[src/rtl/core/sc2a_pkg.sv]
// Package: scancode codes, key code constants and the translation table function.
`default_nettype none

package sc2a_pkg;

  localparam int unsigned CodeW   = 8;
  localparam int unsigned IdxW    = 7;
  localparam int unsigned SelW    = 2;
  localparam int unsigned RomAw   = SelW + IdxW;
  localparam int unsigned RomDepth = 384;

  typedef logic [CodeW-1:0] byte_t;
  typedef logic [SelW-1:0]  tsel_t;

  // Scancodes with a special meaning
  localparam byte_t ScLShift   = 8'd42;
  localparam byte_t ScRShift   = 8'd54;
  localparam byte_t ScLShiftUp = 8'd170;
  localparam byte_t ScRShiftUp = 8'd182;
  localparam byte_t ScCaps     = 8'd58;
  localparam byte_t ScNum      = 8'd69;
  localparam byte_t ScCtrl     = 8'd29;
  localparam byte_t ScAlt      = 8'd56;

  // Table selectors
  localparam tsel_t SelPlain  = 2'd0;
  localparam tsel_t SelShift  = 2'd1;
  localparam tsel_t SelKeypad = 2'd2;

  localparam byte_t KUnk = 8'd63;

  localparam byte_t PlainTab [128] = '{
    8'd63,  8'd128, 8'd49,  8'd50,  8'd51,  8'd52,  8'd53,  8'd54,
    8'd55,  8'd56,  8'd57,  8'd48,  8'd45,  8'd61,  8'd8,   8'd9,
    8'd113, 8'd119, 8'd101, 8'd114, 8'd116, 8'd121, 8'd117, 8'd105,
    8'd111, 8'd112, 8'd91,  8'd93,  8'd10,  8'd131, 8'd97,  8'd115,
    8'd100, 8'd102, 8'd103, 8'd104, 8'd106, 8'd107, 8'd108, 8'd59,
    8'd39,  8'd96,  8'd130, 8'd92,  8'd122, 8'd120, 8'd99,  8'd118,
    8'd98,  8'd110, 8'd109, 8'd44,  8'd46,  8'd47,  8'd130, 8'd42,
    8'd144, 8'd32,  8'd129, 8'd132, 8'd133, 8'd134, 8'd135, 8'd136,
    8'd137, 8'd138, 8'd139, 8'd140, 8'd141, 8'd162, 8'd150, 8'd153,
    8'd158, 8'd154, 8'd45,  8'd160, 8'd163, 8'd161, 8'd43,  8'd156,
    8'd159, 8'd157, 8'd152, 8'd155, 8'd10,  8'd63,  8'd63,  8'd142,
    8'd143, 8'd63,  8'd63,  8'd63,  8'd63,  8'd63,  8'd63,  8'd63,
    8'd63,  8'd63,  8'd63,  8'd63,  8'd63,  8'd63,  8'd63,  8'd63,
    8'd63,  8'd63,  8'd63,  8'd63,  8'd63,  8'd63,  8'd63,  8'd63,
    8'd63,  8'd63,  8'd63,  8'd63,  8'd63,  8'd63,  8'd63,  8'd63,
    8'd63,  8'd63,  8'd63,  8'd63,  8'd63,  8'd63,  8'd63,  8'd63
  };

  // Shifted table differs from the plain one only below code 56
  localparam int unsigned ShiftSpan = 56;
  localparam byte_t ShiftTab [ShiftSpan] = '{
    8'd63,  8'd128, 8'd33,  8'd64,  8'd35,  8'd36,  8'd37,  8'd94,
    8'd38,  8'd42,  8'd40,  8'd41,  8'd95,  8'd43,  8'd8,   8'd9,
    8'd81,  8'd87,  8'd69,  8'd82,  8'd84,  8'd89,  8'd85,  8'd73,
    8'd79,  8'd80,  8'd123, 8'd125, 8'd10,  8'd131, 8'd65,  8'd83,
    8'd68,  8'd70,  8'd71,  8'd72,  8'd74,  8'd75,  8'd76,  8'd58,
    8'd34,  8'd126, 8'd130, 8'd124, 8'd90,  8'd88,  8'd67,  8'd86,
    8'd66,  8'd78,  8'd77,  8'd60,  8'd62,  8'd63,  8'd130, 8'd42
  };

  // Keypad table differs from the plain one for codes 71 to 83
  localparam int unsigned PadLo = 71;
  localparam int unsigned PadHi = 83;
  localparam byte_t PadTab [PadHi-PadLo+1] = '{
    8'd55, 8'd56, 8'd57, 8'd45, 8'd52, 8'd53, 8'd54, 8'd43,
    8'd49, 8'd50, 8'd51, 8'd48, 8'd46
  };

  function automatic byte_t key_lookup(tsel_t sel, logic [IdxW-1:0] idx);
    byte_t res;
    res = PlainTab[idx];
    if (sel == SelShift && 32'(idx) < ShiftSpan) begin
      res = ShiftTab[idx[5:0]];
    end else if (sel == SelKeypad && 32'(idx) >= PadLo && 32'(idx) <= PadHi) begin
      res = PadTab[4'(32'(idx) - PadLo)];
    end
    return res;
  endfunction

endpackage

`default_nettype wire

[src/rtl/core/scancode_to_ascii_translator.sv]
// Top level: set-1 scancode to key code translator with table RAM and output skid.
`default_nettype none

// Takes one set-1 scancode byte per item and returns the key code for press
// codes, after the shift, caps-lock and num-lock keys have updated their flags.
// Modifier, lock and release bytes give no result. The three 128-entry key
// tables sit in a 384-entry RAM that is loaded from constants after reset;
// while it loads, s_axis_tready_o stays low. After that one item is taken
// every cycle unless the output side stalls; a result passes the RAM read
// register, then the output register, and a two-deep output stage (output
// register and skid) holds a read in flight while the downstream side stalls.
module scancode_to_ascii_translator (
  input  wire logic                   clk_i,
  input  wire logic                   rst_ni,
  input  wire logic                   s_axis_tvalid_i,
  output logic                        s_axis_tready_o,
  input  wire logic [sc2a_pkg::CodeW-1:0] s_axis_tdata_i,  // [7:0] scancode
  output logic                        m_axis_tvalid_o,
  input  wire logic                   m_axis_tready_i,
  output logic [sc2a_pkg::CodeW-1:0]  m_axis_tdata_o       // [7:0] key_code
);

  import sc2a_pkg::*;

  localparam logic [RomAw-1:0] FillLast = RomAw'(RomDepth - 1);

  logic             filling_q;
  logic [RomAw-1:0] fill_q;
  logic             shift_q, shift_d;
  logic             caps_q, caps_d;
  logic             num_q, num_d;
  logic             s1_valid_q, s1_valid_d;
  logic             out_valid_q, out_valid_d;
  logic             skid_valid_q, skid_valid_d;
  byte_t            out_data_q, out_data_d;
  byte_t            skid_data_q, skid_data_d;
  byte_t            rdata;
  logic             accept;
  logic             produce;
  tsel_t            sel;
  logic [RomAw-1:0] raddr;

  // Table load after reset
  always_ff @(posedge clk_i or negedge rst_ni) begin
    if (!rst_ni) begin
      filling_q <= 1'b1;
      fill_q    <= '0;
    end else if (filling_q) begin
      fill_q <= fill_q + RomAw'(1);
      if (fill_q == FillLast) begin
        filling_q <= 1'b0;
      end
    end
  end

  assign s_axis_tready_o = !filling_q && !skid_valid_q
                         && !(s1_valid_q && out_valid_q && !m_axis_tready_i);
  assign accept = s_axis_tvalid_i && s_axis_tready_o;

  // Flag update and table choice
  always_comb begin
    shift_d = shift_q;
    caps_d  = caps_q;
    num_d   = num_q;
    produce = 1'b0;
    if (accept) begin
      priority if (s_axis_tdata_i[CodeW-1]) begin
        if (s_axis_tdata_i == ScLShiftUp || s_axis_tdata_i == ScRShiftUp) begin
          shift_d = 1'b0;
        end
      end else if (s_axis_tdata_i == ScLShift || s_axis_tdata_i == ScRShift) begin
        shift_d = 1'b1;
      end else if (s_axis_tdata_i == ScCtrl || s_axis_tdata_i == ScAlt) begin
        produce = 1'b0;
      end else if (s_axis_tdata_i == ScCaps) begin
        caps_d = !caps_q;
      end else if (s_axis_tdata_i == ScNum) begin
        num_d = !num_q;
      end else begin
        produce = 1'b1;
      end
    end
  end

  always_comb begin
    priority if (num_q) begin
      sel = SelKeypad;
    end else if (shift_q || caps_q) begin
      sel = SelShift;
    end else begin
      sel = SelPlain;
    end
  end

  assign raddr = {sel, s_axis_tdata_i[IdxW-1:0]};

  sc2a_ram #(
    .Width(CodeW),
    .Depth(RomDepth)
  ) u_table (
    .clk_i  (clk_i),
    .we_i   (filling_q),
    .waddr_i(fill_q),
    .wdata_i(key_lookup(fill_q[RomAw-1:IdxW], fill_q[IdxW-1:0])),
    .re_i   (produce),
    .raddr_i(raddr),
    .rdata_o(rdata)
  );

  // Output register and skid stage
  always_comb begin
    s1_valid_d   = produce;
    out_valid_d  = out_valid_q;
    out_data_d   = out_data_q;
    skid_valid_d = skid_valid_q;
    skid_data_d  = skid_data_q;
    if (!out_valid_q || m_axis_tready_i) begin
      priority if (skid_valid_q) begin
        out_valid_d  = 1'b1;
        out_data_d   = skid_data_q;
        skid_valid_d = 1'b0;
      end else if (s1_valid_q) begin
        out_valid_d = 1'b1;
        out_data_d  = rdata;
      end else begin
        out_valid_d = 1'b0;
      end
    end else if (s1_valid_q) begin
      skid_valid_d = 1'b1;
      skid_data_d  = rdata;
    end
  end

  always_ff @(posedge clk_i or negedge rst_ni) begin
    if (!rst_ni) begin
      shift_q      <= 1'b0;
      caps_q       <= 1'b0;
      num_q        <= 1'b0;
      s1_valid_q   <= 1'b0;
      out_valid_q  <= 1'b0;
      skid_valid_q <= 1'b0;
    end else begin
      shift_q      <= shift_d;
      caps_q       <= caps_d;
      num_q        <= num_d;
      s1_valid_q   <= s1_valid_d;
      out_valid_q  <= out_valid_d;
      skid_valid_q <= skid_valid_d;
    end
  end

  always_ff @(posedge clk_i) begin
    out_data_q  <= out_data_d;
    skid_data_q <= skid_data_d;
  end

  assign m_axis_tvalid_o = out_valid_q;
  assign m_axis_tdata_o  = out_data_q;

  // Skid only fills behind a stalled output item
  assert property (@(posedge clk_i) disable iff (!rst_ni)
    skid_valid_q |-> out_valid_q)
    else $error("skid holds an item while the output register is empty");

  // A read in flight never meets a full skid stage
  assert property (@(posedge clk_i) disable iff (!rst_ni)
    !(s1_valid_q && skid_valid_q))
    else $error("table read returned with nowhere to go");

  // No lookups or results while the table is being loaded
  assert property (@(posedge clk_i) disable iff (!rst_ni)
    filling_q |-> (!s1_valid_q && !out_valid_q))
    else $error("item moved during table load");

  // Key codes are never zero
  assert property (@(posedge clk_i) disable iff (!rst_ni)
    out_valid_q |-> (out_data_q != '0))
    else $error("zero key code delivered");

endmodule

`default_nettype wire

[src/rtl/core/sc2a_ram.sv]
// Generic single-port-write, single-port-read RAM with registered read data.
`default_nettype none

module sc2a_ram #(
  parameter int unsigned Width = 8,
  parameter int unsigned Depth = 384
) (
  input  wire logic                     clk_i,
  input  wire logic                     we_i,
  input  wire logic [$clog2(Depth)-1:0] waddr_i,
  input  wire logic [Width-1:0]         wdata_i,
  input  wire logic                     re_i,
  input  wire logic [$clog2(Depth)-1:0] raddr_i,
  output logic      [Width-1:0]         rdata_o
);

  logic [Width-1:0] mem_q [Depth];

  always_ff @(posedge clk_i) begin
    if (we_i) begin
      mem_q[waddr_i] <= wdata_i;
    end
    if (re_i) begin
      rdata_o <= mem_q[raddr_i];
    end
  end

endmodule

`default_nettype wire

[config.mk]
export PLATFORM = sky130hd
export DESIGN_NAME = scancode_to_ascii_translator
export DESIGN_NICKNAME = d
export VERILOG_FILES = /design/src/rtl/core/sc2a_pkg.sv /design/src/rtl/core/scancode_to_ascii_translator.sv /design/src/rtl/core/sc2a_ram.sv
export SDC_FILE = /design/constraint.sdc
export NUM_CORES = 2
export LEC_CHECK = 0
export CAP_MARGIN = 20
export CORE_ASPECT_RATIO = 1.5
export CORE_MARGIN = 4
export CORE_UTILIZATION = 55
export DETAILED_ROUTE_END_ITERATION = 12
export DONT_BUFFER_PORTS = 1
export PLACE_DENSITY = 0.77
export RECOVER_POWER = 25
export SLEW_MARGIN = 10
export SYNTH_ARGS = -nofsm -noshare
export SYNTH_HDL_FRONTEND = slang
export SYNTH_SLANG_ARGS = --single-unit
export TNS_END_PERCENT = 10
[constraint.sdc]
create_clock -name clk_i -period 98.7 [get_ports clk_i]
set_input_delay 19.74 -clock clk_i [delete_from_list [all_inputs] [get_ports clk_i]]
set_output_delay 19.74 -clock clk_i [all_outputs]
set_load 0.03 [all_outputs]
==> results.txt <==
TritonCTS buffer count: 270
Initial core utilization: 55.41%
IO Count: 22
Setup TNS: 0 ns
Syn Nets: 5798
Sw frac: 19.88%
Failing checks: capacitance limit, slew limit
Outcome: finished, violations left
WHS: 0.4686 ns
First-pass GRT wire length: 449400 microns
WHS Endpoint: skid_data_q[2]
Clock skew: 0.04662 ns
Cell area after layout: 134000 sq um
FP Rows: 211
Simple-gate portion of the synthesized area: 2.753%
DRT Pass-1 Iters: 12
RSZ-0062 raised after global routing: no
Req. time, crit path: 78.96 ns
Routability cong.: 0.9556
Buffers added on ports: 0
TritonCTS Sinks: 3112
Comb pwr share: 2.2%
Post-synthesis sequential element count: 3112
Hold wc startpoint: u_table.rdata_o[2]
Post-CTS Resized: 0
Synth Area in XOR/XNOR: 0.07878%
Antenna violations before repair: 15
Syn avg cell area: 21.20 sq um
Synthesized instance count: 5769
Clock power frac: 41.6%
Crit path from: m_axis_tready_i
Seq pwr share: 56.2%
Layout area overhead: 9.542%
Post-synth top area share: 76.02%
Most common flop cell mapped by yosys: edfxtp_1
Synth area leader: edfxtp_1
Die W: 393.0 microns
Internal power: 2043 uW
Setup violators final: 0
DRC viols: 0
Yosys warnings: 0
Hold buffer count at cts: 0
Crit path arrival time: 20.80 ns
Largest family of logic cells by synthesized area: multiplexers
DIE HEIGHT: 585.5 microns
Grt ovf: 0
Clk Latency, worst-skew pair: 0.86 ns
Worst hold stages: 0
# nets final: 5813
Minimum clock period: 40.54 ns
Worst-path fanout max: 9
Top cells by area, synth: edfxtp_1, mux4_2, mux2i_1
Global Route Usage Sum: 27.44%
CTS tree: done
Top cells by count, synth: edfxtp_1, mux4_2, nor2_1, nand2_1, mux2i_1
Post-synthesis mux area share: 16.45%
Post-DP Area: 125100 sq um
EDFF count, synth: 3096
RR Startpoint: fill_q[2]
Worst slew margin: -165.7%
Post-CTS setup buffers: 0
Psw: 506.8 uW
Clock-pin slew on the worst setup and hold paths: 0.07 ns
Mapped Area: 122300 sq um
Post-synthesis compound-gate area fraction: 2.520%
Most numerous cell in the Yosys netlist: edfxtp_1
Post-synthesis async set-or-reset flop share: 0.5141%
Slew Limit Fails: 508
Total power: 2550 uW
Power per Cell Area: 19.03 nW/um^2
Via/cell ratio: 6.893
Number of global-route vias before repair: 61.62k
Peak VDD IR: 0.01557 mV
Leakage power: 0.04548 uW
Routed wire per std cell: 35.30 microns
Share of cells above drive strength 1: 22.43%
DRT iter0 DRCs: 10.30k
HPWL Detailed: 178200 microns
MaxCap Viol Count: 15
Post-Synth Adder-Cell Area: 0.1739%
CTS Buffer Depth: 4
Worst r2r path cells: 10
Overall routed net length: 313700 microns
Largest net degree at the start of global routing: 833
ANT nets after route: 0
Reg-to-reg slack, setup: 90.33 ns
Sequential area share after synthesis: 76.35%
Fmax: 0.02467 GHz
Tightest Pin Transition: 3.986 ns
H-Tree Depth: 5
RR Endpoint: u_table.mem_q[156][4]
Final hold viol count: 0
Core Box Area: 220700 sq um
Fin crit share: 41.08%
HP Class: flop to flop
Crit Path Category: input pin to primary output
Post-synth cell types: 74
Die area: 230100 sq um
Clock Tree Root: clkbuf_16
Startpoint class of the critical path: input pin
Nature of the critical path endpoint: primary output
Vias: 61.26k
power groups by stage:
stage	combinational, uW	clock (uW)	sequential (uW)
floorplan	41.2	0	1460
global placement	38.1	0	1460
detailed placement	48.4	0	1460
CTS	48.8	1070	1430
global route	59.0	1130	1430
finish	57.1	1060	1430
layout by cell type (no fill, tap or decap), drive strengths merged, types with 13 or more instances in the layout:
master | netlist | routed
inv | 12 | 25
a211oi | 27 | 27
nand2b | 14 | 14
ha | 17 | 17
dfrtp | 15 | 15
mux4 | 808 | 808
o21ai | 60 | 60
mux2 | 19 | 19
nand3 | 44 | 44
o22ai | 23 | 23
a22oi | 98 | 98
clkbuf | 165 | 348
clkinvlp | 0 | 14
a31oi | 28 | 28
diode | 0 | 25
nor2b | 32 | 32
clkinv | 1 | 86
mux2i | 171 | 171
a21oi | 99 | 99
bufinv | 0 | 27
nor2 | 447 | 447
nand2 | 176 | 176
edfxtp | 3096 | 3096
a22o | 13 | 13
nor3 | 22 | 22
buf | 204 | 99
a221oi | 23 | 23
worst max path at each step:
| stage | to | slack [ns] | cells after the start |
|---|---|---|---|
| detailed placement | s_axis_tready_o | 58.24 | 4 |
| global placement | s_axis_tready_o | 58.20 | 4 |
| CTS | s_axis_tready_o | 58.20 | 4 |
| finish | s_axis_tready_o | 58.16 | 4 |
| global route | s_axis_tready_o | 58.15 | 4 |
| floorplan | u_table.mem_q[0][6] | 57.63 | 7 |
per-stage QoR:
stage                     utilization (%)  instances  setup slack, ns
after global placement              56.60       8369            58.20
after detailed placement            56.69       8378            58.24
after floorplan                         -       5769            57.63
final                               60.70       8887            58.16
after CTS                           60.60       8853            58.20
after global routing                60.67       8864            58.15
layout make-up:
type,instances,area (sq um)
Tap cell,2875,3597
Timing Repair Buffer,112,1154
Fill cell,14410,86750
Clock inverter,139,1421
Multi-Input combinational cell,2275,27090
Inverter,13,56.30
Antenna cell,25,62.56
Sequential cell,3112,93370
Clock buffer,336,7206
critical path, cell delays in order:
cell     delay (ns)
nor2b_1        0.21
and2_1         0.43
nor3_2         0.13
buf_4          0.29
state kept, by name, indices dropped and copies added, names as in the netlist:
signal and flops:
filling_q 1, fill_q 9, skid_valid_q 1, skid_data_q 8, m_axis_tdata_o 8, shift_q 1
num_q 1, caps_q 1, m_axis_tvalid_o 1, u_table.rdata_o 8, u_table.mem_q 3072, s1_valid_q 1
cell families after synthesis:
group | count (synthesis)
adders and majority gates | 17
and+or+nand+nor | 795
DFF | 3112
AOI/OAI and AO/OA | 454
muxes | 998
xor gates and xnor gates | 11
buffers and inverters | 382
layer usage:
layer	part of all wire [%]	global-route usage (%)	vias to the layer above
met3	12	7.116	987
met1	32	34.46	31850
met4	6.7	15.61	6
li1	-	-	24050
met5	0.015	0	-
met2	49	43.86	4365
Note: power is estimated with default switching activity, not from simulation.
